<file path="src/sv/ckw_pkg.sv">
// Package: shared types, constants and helper functions of the keyword spotter.
`default_nettype none
package ckw_pkg;

    localparam int ROW_WIDTH = 16;
    localparam int COL_WIDTH = 16;
    localparam int OUT_WIDTH = 16;
    localparam int KW_COUNT  = 3;

    localparam logic [1:0] KW_WHILE = 2'd0;
    localparam logic [1:0] KW_FOR   = 2'd1;
    localparam logic [1:0] KW_IF    = 2'd2;

    localparam logic [7:0] CH_SLASH  = 8'h2F;
    localparam logic [7:0] CH_STAR   = 8'h2A;
    localparam logic [7:0] CH_QUOTE  = 8'h22;
    localparam logic [7:0] CH_BSLASH = 8'h5C;
    localparam logic [7:0] CH_UNDER  = 8'h5F;

    // keyword spelling, padded with NUL up to the 3-bit length range
    localparam logic [7:0] KW_TEXT [0:KW_COUNT-1][0:7] = '{
        '{"w", "h", "i", "l", "e", 8'h00, 8'h00, 8'h00},
        '{"f", "o", "r", 8'h00, 8'h00, 8'h00, 8'h00, 8'h00},
        '{"i", "f", 8'h00, 8'h00, 8'h00, 8'h00, 8'h00, 8'h00}
    };
    localparam logic [2:0] KW_LEN [0:KW_COUNT-1] = '{3'd5, 3'd3, 3'd2};
    localparam logic [1:0] KW_CODE [0:KW_COUNT-1] = '{KW_WHILE, KW_FOR, KW_IF};

    typedef enum logic [6:0] {
        M_NORMAL     = 7'b0000001,
        M_SLASH      = 7'b0000010,
        M_LINE_CMT   = 7'b0000100,
        M_BLOCK      = 7'b0001000,
        M_BLOCK_STAR = 7'b0010000,
        M_STRING     = 7'b0100000,
        M_ESCAPE     = 7'b1000000
    } t_mode;

    typedef struct packed {
        logic                 valid;
        logic [1:0]           kind;
        logic [ROW_WIDTH-1:0] row;
        logic [COL_WIDTH-1:0] col;
    } t_hit;

    function automatic logic is_word_char(input logic [7:0] c);
        return (c >= "A" && c <= "Z") || (c >= "a" && c <= "z") ||
               (c >= "0" && c <= "9") || (c == CH_UNDER);
    endfunction

    function automatic logic [ROW_WIDTH-1:0] row_inc(input logic [ROW_WIDTH-1:0] v);
        return (&v) ? v : v + ROW_WIDTH'(1);
    endfunction

    function automatic logic [COL_WIDTH-1:0] col_inc(input logic [COL_WIDTH-1:0] v);
        return (&v) ? v : v + COL_WIDTH'(1);
    endfunction

endpackage
`default_nettype wire

</file>
<file path="src/sv/ckw_scan.sv">
// Scan state: mode, word tracking, row/column counters and keyword detection.
`default_nettype none
module ckw_scan import ckw_pkg::*; (
    input  wire logic       i_clk,
    input  wire logic       i_rst_n,
    input  wire logic       i_step,
    input  wire logic [7:0] i_byte,
    input  wire logic       i_line_end,
    output t_hit            o_hit
);

    t_mode                r_mode, n_mode;
    logic                 r_active, n_active;
    logic [2:0]           r_len, n_len;
    logic [KW_COUNT-1:0]  r_cand, n_cand;
    logic [COL_WIDTH-1:0] r_start, n_start;
    logic [ROW_WIDTH-1:0] r_row, n_row;
    logic [COL_WIDTH-1:0] r_col, n_col;

    t_hit w_close;
    logic w_do_normal;

    // keyword match of the run as it stands now
    always_comb begin
        w_close       = '0;
        w_close.row   = r_row;
        w_close.col   = r_start;
        for (int k = KW_COUNT - 1; k >= 0; k--) begin
            if (r_active && r_cand[k] && r_len == KW_LEN[k]) begin
                w_close.valid = 1'b1;
                w_close.kind  = KW_CODE[k];
            end
        end
    end

    always_comb begin
        logic       l_fresh;
        logic [2:0] l_len;
        n_mode      = r_mode;
        n_active    = r_active;
        n_len       = r_len;
        n_cand      = r_cand;
        n_start     = r_start;
        n_row       = r_row;
        n_col       = r_col;
        o_hit       = '0;
        w_do_normal = 1'b0;
        l_fresh     = 1'b0;
        l_len       = r_len;

        if (i_line_end) begin
            o_hit    = w_close;
            n_active = 1'b0;
            n_len    = '0;
            n_cand   = '1;
            n_mode   = (r_mode == M_BLOCK || r_mode == M_BLOCK_STAR) ? M_BLOCK : M_NORMAL;
            n_row    = row_inc(r_row);
            n_col    = '0;
        end else begin
            n_col = col_inc(r_col);
            unique case (r_mode)
                M_SLASH: begin
                    if (i_byte == CH_SLASH) begin
                        n_mode = M_LINE_CMT;
                    end else if (i_byte == CH_STAR) begin
                        n_mode = M_BLOCK;
                    end else begin
                        n_mode      = M_NORMAL;
                        w_do_normal = 1'b1;
                    end
                end
                M_LINE_CMT: begin
                end
                M_BLOCK: begin
                    if (i_byte == CH_STAR) n_mode = M_BLOCK_STAR;
                end
                M_BLOCK_STAR: begin
                    if (i_byte == CH_SLASH) begin
                        n_mode = M_NORMAL;
                    end else if (i_byte != CH_STAR) begin
                        n_mode = M_BLOCK;
                    end
                end
                M_STRING: begin
                    if (i_byte == CH_QUOTE) begin
                        n_mode = M_NORMAL;
                    end else if (i_byte == CH_BSLASH) begin
                        n_mode = M_ESCAPE;
                    end
                end
                M_ESCAPE: begin
                    n_mode = M_STRING;
                end
                default: begin
                    n_mode      = M_NORMAL;
                    w_do_normal = 1'b1;
                end
            endcase

            if (w_do_normal) begin
                if (is_word_char(i_byte)) begin
                    l_fresh = !r_active;
                    l_len   = l_fresh ? 3'd0 : r_len;
                    n_cand  = l_fresh ? '1 : r_cand;
                    if (l_fresh) n_start = n_col;
                    n_active = 1'b1;
                    for (int k = 0; k < KW_COUNT; k++) begin
                        if (l_len >= KW_LEN[k] || KW_TEXT[k][l_len] != i_byte) begin
                            n_cand[k] = 1'b0;
                        end
                    end
                    n_len = (&l_len) ? l_len : l_len + 3'd1;
                end else begin
                    o_hit    = w_close;
                    n_active = 1'b0;
                    n_len    = '0;
                    n_cand   = '1;
                    if (i_byte == CH_SLASH) begin
                        n_mode = M_SLASH;
                    end else if (i_byte == CH_QUOTE) begin
                        n_mode = M_STRING;
                    end
                end
            end
        end
    end

    always_ff @(posedge i_clk) begin
        if (!i_rst_n) begin
            r_mode   <= M_NORMAL;
            r_active <= 1'b0;
            r_len    <= '0;
            r_cand   <= '1;
            r_start  <= '0;
            r_row    <= ROW_WIDTH'(1);
            r_col    <= '0;
        end else if (i_step) begin
            r_mode   <= n_mode;
            r_active <= n_active;
            r_len    <= n_len;
            r_cand   <= n_cand;
            r_start  <= n_start;
            r_row    <= n_row;
            r_col    <= n_col;
        end
    end

endmodule
`default_nettype wire

</file>
<file path="src/sv/c_control_keyword_spotter.sv">
// Top level: keyword spotter with input register, scan logic and result register.
// ---------------------------------------------------------------------------
// Usage
//   Input channel (i_in_valid / o_in_ready): one item per handshake, either a
//   source character on i_text_byte or, with i_line_end high, a line end that
//   carries no character.
//   Output channel (o_out_valid / i_out_ready): one item per keyword found
//   (while, for, if) with its 1-based row and column of the first character.
//   Most input items produce no output item.
// Order: an accepted item is held in the input register and scanned when it
//   advances; a keyword it closes is presented on the outputs right after the scan.
// Throughput: one item per cycle while no result waits on i_out_ready. The
//   scan update is a single pass of small compare/increment logic between
//   the input register and the scan state / result register.
// Stall: while a result waits on i_out_ready, the input register holds one
//   more item and o_in_ready drops only once that item is also blocked. A
//   stalled result holds its payload.
// Reset (synchronous, active low): normal mode, no open word, row 1,
//   column 0, both registers empty.
// ---------------------------------------------------------------------------
`default_nettype none
module c_control_keyword_spotter import ckw_pkg::*; (
    input  wire logic                 i_clk,
    input  wire logic                 i_rst_n,
    input  wire logic                 i_in_valid,
    output logic                      o_in_ready,
    input  wire logic [7:0]           i_text_byte,
    input  wire logic                 i_line_end,
    output logic                      o_out_valid,
    input  wire logic                 i_out_ready,
    output logic [1:0]                o_keyword_kind,
    output logic [OUT_WIDTH-1:0]      o_found_row,
    output logic [OUT_WIDTH-1:0]      o_found_column
);

    // input register
    logic       r_in_valid;
    logic [7:0] r_in_byte;
    logic       r_in_line_end;

    // result register
    logic                 r_out_valid;
    logic [1:0]           r_kind;
    logic [ROW_WIDTH-1:0] r_row;
    logic [COL_WIDTH-1:0] r_col;

    logic w_advance;
    t_hit w_hit;

    // the held item moves on when the result register is free or draining
    assign w_advance  = r_in_valid && (!r_out_valid || i_out_ready);
    assign o_in_ready = !r_in_valid || w_advance;

    ckw_scan u_scan (
        .i_clk      (i_clk),
        .i_rst_n    (i_rst_n),
        .i_step     (w_advance),
        .i_byte     (r_in_byte),
        .i_line_end (r_in_line_end),
        .o_hit      (w_hit)
    );

    always_ff @(posedge i_clk) begin
        if (!i_rst_n) begin
            r_in_valid <= 1'b0;
        end else if (i_in_valid && o_in_ready) begin
            r_in_valid <= 1'b1;
        end else if (w_advance) begin
            r_in_valid <= 1'b0;
        end
    end

    always_ff @(posedge i_clk) begin
        if (i_in_valid && o_in_ready) begin
            r_in_byte     <= i_text_byte;
            r_in_line_end <= i_line_end;
        end
    end

    always_ff @(posedge i_clk) begin
        if (!i_rst_n) begin
            r_out_valid <= 1'b0;
        end else if (w_advance && w_hit.valid) begin
            r_out_valid <= 1'b1;
        end else if (i_out_ready) begin
            r_out_valid <= 1'b0;
        end
    end

    always_ff @(posedge i_clk) begin
        if (w_advance && w_hit.valid) begin
            r_kind <= w_hit.kind;
            r_row  <= w_hit.row;
            r_col  <= w_hit.col;
        end
    end

    assign o_out_valid    = r_out_valid;
    assign o_keyword_kind = r_kind;
    assign o_found_row    = OUT_WIDTH'(r_row);
    assign o_found_column = OUT_WIDTH'(r_col);

endmodule
`default_nettype wire

</file>
<file path="config.mk">
export PLATFORM = sky130hd
export DESIGN_NAME = c_control_keyword_spotter
export DESIGN_NICKNAME = d
export VERILOG_FILES = /design/src/sv/ckw_pkg.sv /design/src/sv/ckw_scan.sv /design/src/sv/c_control_keyword_spotter.sv
export SDC_FILE = /design/constraint.sdc
export NUM_CORES = 1
export LEC_CHECK = 0
export BUFFER_PORTS_ARGS = -buffer_cell sky130_fd_sc_hd__buf_4
export CORE_UTILIZATION = 44
export DETAILED_ROUTE_END_ITERATION = 7
export PLACE_DENSITY = 0.65
export SYNTH_ARGS = -nofsm -noshare
export SYNTH_HDL_FRONTEND = slang
export SYNTH_SLANG_ARGS = --single-unit
</file>
<file path="constraint.sdc">
create_clock -name i_clk -period 4.3 [get_ports i_clk]
set_input_delay 0.645 -clock i_clk [delete_from_list [all_inputs] [get_ports i_clk]]
set_output_delay 0.645 -clock i_clk [all_outputs]
set_load 0.005 [all_outputs]
</file>
[Word level (Yosys, flattened, before mapping)]
Memories as Yosys holds them, arrays and structs flattened.
Index checks and enable logic that the tools add are counted.
Storage, ports and cells
  bits in read-only memories: 192
  memories kept: 3
  bits of input ports: 13
  register bits after elaboration: 107
Memories
  (name not given): words 8, bits a word 8, read ports 1, clocked after Yosys merged registers in 0, write ports 0, line ckw_scan.sv:108  | if (l_len >= KW_LEN[k] || KW_TEXT[k][l_len] != i_byte) begin
  (name not given): words 8, bits a word 8, read ports 1, clocked after Yosys merged registers in 0, write ports 0, line ckw_scan.sv:108
  (name not given): words 8, bits a word 8, read ports 1, clocked after Yosys merged registers in 0, write ports 0, line ckw_scan.sv:108
Operators by class
  bitwise logic cells: 4
  add/sub/neg operators: 3
  multiplexer cells: 51
  reductions and logical operators: 36
  $lt $le $gt $ge: 10
  eq/ne operators: 21
Operator list (count)
  35-bit 2-to-1 mux: 3
  7-bit 2-to-1 mux: 11
  8-bit 2-to-1 mux: 6
  7-bit case mux with 6 select lines: 1
  3-bit 2-to-1 mux: 12
  16-bit by 1-bit adder with 16-bit output, second input constant: 2
  16-bit 2-to-1 mux: 2
  16-bit AND reduction: 2
  8-bit by 6-bit == test with 1-bit output, second input constant: 3
  8-bit inequality test: 3
  8-bit by 7-bit == test with 1-bit output, second input constant: 2
  8-bit by 7-bit >= comparator with 1-bit output, second input constant: 2
  8-bit by 7-bit <= comparator with 1-bit output, second input constant: 2
  3-bit AND reduction: 5
  1-bit 2-to-1 mux: 13
  1-bit logical AND: 12
  4-bit inequality test, second input constant: 3
  1-bit logical OR: 9
  8-bit by 6-bit >= comparator with 1-bit output, second input constant: 1
  8-bit by 6-bit <= comparator with 1-bit output, second input constant: 1
  4-bit 2-to-1 mux: 2
  8-bit by 6-bit inequality test with 1-bit output, second input constant: 1
  7-bit by 2-bit == test with 1-bit output, second input constant: 1
  7-bit by 3-bit == test with 1-bit output, second input constant: 1
  other kinds (18): 25

[Logic depth before layout (Yosys ltp)]
Gate-level depths: netlist of run 1.
  depth in word-level cells: 11
  depth in mapped cells: 9

[By module]
From an unflattened synthesis of run 1, not the netlist that was laid out.
Unflattened totals
  cells, all modules: 587
  area, all modules: 5474.0 sq um
By module, submodules not included
  ckw_scan: area an instance 4070.2 sq um, cells an instance 531, times used 1
  c_control_keyword_spotter: area an instance 1403.8 sq um, cells an instance 56, times used 1

[Worst setup path before layout of run 1]
OpenSTA, ideal clock, no wires.
  path kind: reg2reg
  start point: register r_in_byte[3]
  end point: register r_col[0] (netlist: o_found_column[0]), enable pin
  buffers on the path: 1
  arrival time: 3.057 ns
  clock period less this slack: 3.482 ns
  library setup time: 0.425 ns
  data required time: 3.875 ns
  stages on the path, launching flop included: 7
  setup slack: 0.818 ns
  path through: edfxtp_1 -> or4_1 -> a21oi_1 -> o22a_1 -> a21oi_4 -> buf_6 -> nor2_1
On the way
  cells in the longest elaborated chain, start to end: 9
  elaborated cells on any way between the ends: 23
Ends and longest elaborated chain
  start: declaration: line c_control_keyword_spotter.sv:38  | logic [7:0] r_in_byte;
  start signal: assignment: line c_control_keyword_spotter.sv:75  | r_in_byte <= i_text_byte;
  8-bit by 7-bit >= comparator with 1-bit output / 8-bit by 7-bit <= comparator with 1-bit output (equally long branches): line ckw_pkg.sv:47  | return (c >= "A" && c <= "Z") || (c >= "a" && c <= "z") ||
  1-bit logical AND: line ckw_pkg.sv:47
  1-bit logical OR (2 in series): line ckw_pkg.sv:47
  1-bit logical OR: line ckw_pkg.sv:48  | (c >= "0" && c <= "9") || (c == CH_UNDER);
  35-bit 2-to-1 mux: line ckw_scan.sv:101  | if (is_word_char(i_byte)) begin
  35-bit 2-to-1 mux *: line ckw_scan.sv:100  | if (w_do_normal) begin
  35-bit 2-to-1 mux *: line ckw_scan.sv:51  | if (i_line_end) begin
  1-bit logical AND *: line c_control_keyword_spotter.sv:91  | if (w_advance && w_hit.valid) begin
  end signal: assignment: line c_control_keyword_spotter.sv:94  | r_col <= w_hit.col;
  end: declaration: line c_control_keyword_spotter.sv:45  | logic [COL_WIDTH-1:0] r_col;
Mark *: on every way between the ends. The rest lies on a longest branch, timed or not. The select of a mux whose other input is x is not followed.
A chain may end at the register's enable or synchronous reset.

[Worst setup path after layout of run 1]
  start point: register r_in_byte[3]
  end point: register r_col[4] (netlist: o_found_column[4]), enable pin
Same word-level chain as after synthesis.

==> qor.csv, run 1 <==
stage,metric,value,unit
cts,clk_path_buf_depth,2,
die,row_count,40,
worst_setup_path,end_kind,register,
grt,grt_antenna_before_repair,0,
worst_setup_path,arrival,2850,ps
timing,rsz0062_at_grt,no,
timing,max_freq,0.351,GHz
timing,final_hold_viol_count,0,
cts,cts_buffers,9,
route,vias,4274,
yosys,synth_ff_type,dfxtp_1,
cts,cts_tree,done,
grt,grt.overflow.total,0,
timing,finalSetupViolCount,0,
cells_and_area,post-route-util,51.2,%
worst_setup_path,cp_max_fo,36,
timing,layout_min_cycle_time,2850,ps
route,route.detailed.drc,0,
route,drtPass1Iterations,7,
yosys,ys_seq_area_share,47.2,%
worst_setup_path,criticalPathCategory,register to register,
die,start_util,45.2,%
timing,fin_ws,1450,ps
cts,clk_latency,350,ps
cts,postCtsSetupRepairBufs,0,
cts,cts_sinks,107,
job,maxCapViolations,0,
yosys,syn-num-nets,598,
worst_hold_path,hold_class,register to register,
placed_design,io_buffers,48,
placed_design,dp_hpwl,7710,um
cells_and_area,layout.nets,626,
cells_and_area,drive_gt1_share,14.2,%
timing,finClkSkew,10.1,ps
cts,cts-root-buf,clkbuf_16,
die,ioPinCount,49,
route,vias_per_cell,5.48,
route,drtIter0Drc,350,
yosys,ys_types,68,
timing,setup_tns,0,ps
die,dieArea,0.0128,mm2
power,irDropWorstVdd,0.167,mV
placed_design,place_ws,1440,ps
yosys,async_flop_share,0,%
timing,fin_crit_sh,66.3,%
outcome,outcome,"finished, final reports clean",
yosys,ys_ff_latch,107,
cts,cts_hold_buffers,0,
die,coreArea,0.0121,mm2
cts,htree_levels,3,
grt,grt_pass1_vias,4007,
yosys,yosys_warnings,0,
timing,tightestPinTransition,951,ps
cts,clk_pin_slew,70,ps
route,wl_per_cell,14.4,um
cells_and_area,n_antenna_cell,0,
cells_and_area,syn2layout_area_growth,13.4,%
placed_design,gp_congestion,0.918,
grt,grt_max_degree,44,
worst_setup_path,required,4300,ps
route,drtAntennaViolNets,0,
yosys,syn_area,0.00545,mm2
timing,slew_headroom,36.2,%
grt,track_usage,18.3,%
timing,drv_slew,0,
yosys,synth-edff-count,43,
power,power_density,325,mW/mm2
power,cellLeakagePower,2.39,nW
die,die_width,113,um
die,die_h,113,um
worst_setup_path,start_kind,register,
route,drt_wl_total,11200,um
yosys,synth.avg_cell_area,9.41,um2
grt,grt_pass1_wl,19200,um
yosys,synth_cells,579,
cts,cts-resized-gates,0,
per-stage QoR:
step | hold WS [ps] | std cells | total power [mW] | cell area [um2]
6_report | 456 | 780 | 2.01 | 6180
3_3_place_gp | 441 | 764 | 1.20 | 5880
5_1_grt | 462 | 780 | 2.07 | 6180
4_1_cts | 459 | 780 | 2.02 | 6180
3_5_place_dp | 448 | 764 | 1.20 | 5880
2_1_floorplan | 433 | 579 | 1.17 | 5450
sequential cells by signal (all words and copies together), names as in the netlist:
| signal | cells |
|---|---|
| u_scan.r_cand | 3 |
| r_in_line_end | 1 |
| u_scan.r_mode | 7 |
| u_scan.r_active | 1 |
| r_in_byte | 8 |
| o_out_valid | 1 |
| u_scan.r_col | 16 |
| o_found_column | 16 |
| o_found_row | 16 |
| u_scan.r_row | 16 |
| u_scan.r_len | 3 |
| u_scan.r_start | 16 |
| o_keyword_kind | 2 |
| r_in_valid | 1 |
worst paths after layout:
path	start	end	slack (ps)	cells past startpoint
worst max-delay path	r_in_byte[3]$_DFFE_PP_	o_found_column[4]$_DFFE_PP_	1450	7
worst min-delay path	u_scan.r_start[0]$_SDFFE_PN0P_	u_scan.r_start[0]$_SDFFE_PN0P_	460	2
worst max register to register	r_in_byte[3]$_DFFE_PP_	o_found_column[4]$_DFFE_PP_	1450	7
worst min register to register	u_scan.r_start[0]$_SDFFE_PN0P_	u_scan.r_start[0]$_SDFFE_PN0P_	460	2
layout by cell type, fill, tap and decap left out, types with 5 or more instances in the layout:
cell,n
edfxtp_1,43
or3_1,6
and2_1,7
dfxtp_1,64
nor4_1,5
nor2b_1,39
a21oi_1,20
clkbuf_16,9
nand4_1,13
xnor2_1,10
nand2_1,60
nand2b_1,5
buf_4,52
nor2_1,57
or2_2,6
mux2i_1,21
and3_1,7
nand3_1,27
xor2_1,18
ha_1,6
a31oi_1,6
nor3_1,12
inv_1,10
a22oi_1,7
o21ai_0,25
power by group:
part | switching, mW | internal [mW] | total (mW)
Sequential | 0.0263 | 1.06 | 1.09
Combinational | 0.0576 | 0.0373 | 0.0949
Clock | 0.406 | 0.421 | 0.827
cell type report:
class / instances / area (um2)
clock buffer: 10 / 239
inverter: 10 / 37.5
multi-input combinational: 427 / 2670
timing repair buffer: 52 / 390
tap: 168 / 210
clock inverter: 6 / 60.1
sequential: 107 / 2570
fill: 1093 / 5880
layer usage:
| metal | track usage, % | up-vias | share of wire (%) |
|---|---|---|---|
| met3 | 2.46 | 20 | 4.5 |
| met4 | 8.16 | 0 | 2.1 |
| li1 | - | 2134 | - |
| met1 | 25.0 | 1997 | 48 |
| met5 | 0 | - | 0 |
| met2 | 29.2 | 123 | 46 |
cell families (layout without fill, tap and decap cells):
group	Yosys count	after routing	share of synthesized area, %
buffers and inverters	45	78	3.88
adder cells (fa/ha/maj)	6	6	1.38
flip-flops	107	107	47.2
AND/OR/NAND/NOR	270	270	26.2
XOR/XNOR	28	28	4.50
multiplexers	21	21	3.86
AO/OA/AOI/OAI	102	102	13.0
Yosys cell counts (6+ instances only):
library cell	instances	share of area (%)
dfxtp_1	64	24
nand2_1	60	4.1
nor2_1	58	4.0
edfxtp_1	43	24
nor2b_1	39	4.5
nand3_1	27	2.5
o21ai_0	25	2.3
mux2i_1	21	3.9
a21oi_1	20	1.8
clkbuf_1	19	1.3
xor2_1	18	2.9
nand4_1	13	1.5
nor3_1	12	1.1
buf_2	10	0.92
inv_1	10	0.69
xnor2_1	10	1.6
a22oi_1	7	0.96
and2_1	7	0.80
and3_1	7	0.80
a31oi_1	6	0.69
ha_1	6	1.4
or2_2	6	0.69
or3_1	6	0.69
critical path, stage by stage, from the launching register on:
cell      delay, ps
edfxtp_1        560
or4_1           570
a21oi_1         150
o22a_1          320
a21oi_4          90
buf_4           280
nor2_2          130
buf_4           370
Note: power is estimated with default switching activity, not from simulation.
==> run 2, diff against run 1 <==
==> constraint.sdc (replaced) <==
create_clock -name i_clk -period 2.8 [get_ports i_clk]
set_input_delay 0.42 -clock i_clk [delete_from_list [all_inputs] [get_ports i_clk]]
set_output_delay 0.42 -clock i_clk [all_outputs]
set_load 0.005 [all_outputs]
==> qor.csv, run 2 (synthesis results as in run 1) <==
stage,metric,value,unit
timing,finalSetupViolCount,0,
power,swShare,23.2,%
timing,drv_slew,0,
job,maxCapViolations,0,
placed_design,place_area,0.00600,mm2
cts,cts-resized-gates,0,
route,vias_per_cell,5.47,
power,power_frac_comb,5.8,%
timing,finClkSkew,9.92,ps
cts,cts_tree,done,
timing,rsz0062_at_grt,no,
grt,grt_antenna_before_repair,0,
grt,grt_pass1_wl,19300,um
cts,clk_path_buf_depth,2,
outcome,outcome,"finished, final reports clean",
worst_setup_path,crit_buf_inv,1,
worst_setup_path,worstPathCellList,"nor4b_2, nand4_1, nand3_1, o21ai_2, a21oi_4, buf_4, nor2b_1",
route,vias,4347,
cells_and_area,final_area,0.00630,mm2
worst_hold_path,hold_end,r_in_byte[2]$_DFFE_PP_,
cells_and_area,fillCellCount,1083,
worst_setup_path,cp_max_fo,32,
die,coreArea,0.0121,mm2
power,p_int,2.40,mW
cts,cts_sinks,107,
timing,final_hold_viol_count,0,
die,ioPinCount,49,
cts,cts-root-buf,clkbuf_16,
grt,grt_max_degree,44,
worst_setup_path,r2r_end,o_found_row[3]$_DFFE_PP_,
power,seq_power_share,52.7,%
cells_and_area,final_cell_mix,"65 x buf_4, 64 x dfxtp_1, 60 x nand2_1",
cts,cts_buffers,9,
grt,grt_pass1_vias,4045,
timing,whs,248,ps
die,die_h,113,um
timing,fin_ws,422,ps
worst_setup_path,rr_worst_depth,7,
timing,setup_tns,0,ps
placed_design,place_ws,428,ps
cells_and_area,drive_gt1_share,16.0,%
route,drtAntennaViolNets,0,
cts,postCtsSetupRepairBufs,0,
power,cellLeakagePower,2.46,nW
grt,grt.overflow.total,0,
timing,fin_crit_sh,84.9,%
worst_hold_path,min-delay-start,i_text_byte[2],
worst_hold_path,hold_depth,1,
power,power_density,497,mW/mm2
worst_setup_path,cp_slowest_cell,edfxtp_1,
timing,slew_headroom,61.9,%
route,drtIter0Drc,379,
route,drtPass1Iterations,5,
power,irDropWorstVdd,0.293,mV
route,drt_wl_total,11400,um
worst_setup_path,critPathTopFamily,simple AND/OR/NAND/NOR gates,
worst_setup_path,r2r_slack,420,ps
worst_setup_path,required,2880,ps
worst_setup_path,start_kind,register,
die,die_width,113,um
placed_design,gp_congestion,0.861,
die,row_count,40,
route,route.detailed.drc,0,
worst_setup_path,reg2reg_from,r_in_byte[4]$_DFFE_PP_,
die,dieArea,0.0128,mm2
cells_and_area,n_antenna_cell,0,
cts,htree_levels,3,
cells_and_area,post-route-util,52.3,%
cells_and_area,syn2layout_area_growth,15.7,%
die,start_util,45.2,%
cts,clk_pin_slew,70,ps
power,p_clk_share,41.6,%
cells_and_area,layout_commonest_cell,buf_4,
placed_design,io_buffers,48,
grt,track_usage,18.5,%
worst_setup_path,cpPeakStageDelay,510,ps
cts,clk_latency,350,ps
timing,layout_min_cycle_time,2380,ps
worst_setup_path,criticalPathCategory,register to register,
worst_setup_path,end_kind,register,
timing,max_freq,0.421,GHz
cts,cts_hold_buffers,0,
timing,tightestPinTransition,566,ps
cells_and_area,layout.nets,640,
route,wl_per_cell,14.4,um
worst_setup_path,arrival,2460,ps
placed_design,dp_hpwl,8010,um
power,p_sw,725,uW
worst_hold_path,hold_class,input port to register,
-- run 2: cell types whose count changed in the layout (fill, tap and decap cells not counted), sizes merged --
cell / change
buf: +14
clkinv: -3
inv: +2
bufinv: +1
-- run 2: stage by stage --
stage | cells | total power, mW
floorplan | 579 | 1.80
global placement | 778 | 1.86
detailed placement | 778 | 1.86
CTS | 794 | 3.16
global route | 794 | 3.24
finish | 794 | 3.13
-- run 2: worst max-delay path by stage --
stage | end | slack [ps] | start | cells after the start
4_1_cts | o_found_column[5]$_DFFE_PP_ | 410 | r_in_byte[4]$_DFFE_PP_ | 7
5_1_grt | o_found_row[3]$_DFFE_PP_ | 280 | r_in_byte[6]$_DFFE_PP_ | 7
3_3_place_gp | o_found_column[9]$_DFFE_PP_ | 520 | r_in_byte[6]$_DFFE_PP_ | 7
2_1_floorplan | o_found_column[0]$_DFFE_PP_ | 260 | r_in_byte[3]$_DFFE_PP_ | 6
6_report | o_found_row[3]$_DFFE_PP_ | 420 | r_in_byte[4]$_DFFE_PP_ | 7
3_5_place_dp | o_found_column[5]$_DFFE_PP_ | 430 | r_in_byte[4]$_DFFE_PP_ | 7
-- run 2: layout make-up --
type	instances	area, um2	area share, %
Multi-Input combinational cell	427	2670	42.4
Clock buffer	10	229	3.63
Clock inverter	6	73.8	1.17
Tap cell	168	210	3.33
Timing Repair Buffer	66	508	8.06
Sequential cell	107	2570	40.8
Inverter	10	37.5	0.595
-- run 2: power by group through the flow --
stage | clock network, mW | logic [mW] | registers [mW]
final | 1.30 | 0.180 | 1.65
after global routing | 1.39 | 0.199 | 1.65
after global placement | 0 | 0.176 | 1.68
after CTS | 1.33 | 0.181 | 1.65
after detailed placement | 0 | 0.180 | 1.68
after floorplan | 0 | 0.128 | 1.68
-- run 2: worst register-to-register path, cell delays in order, from the launching register on --
cell and delay, ps:
edfxtp_1 510, nor4b_2 440, nand4_1 180, nand3_1 180, o21ai_2 110, a21oi_4 230, buf_4 350, nor2b_1 110
-- run 2: per-layer routing --
metal | up-vias | GRT usage [%] | routed length, um
met5 | - | 0 | 0
met4 | 0 | 5.35 | 131
met3 | 11 | 3.37 | 450
met2 | 102 | 30.1 | 5340
met1 | 2066 | 25.2 | 5490
li1 | 2168 | - | -
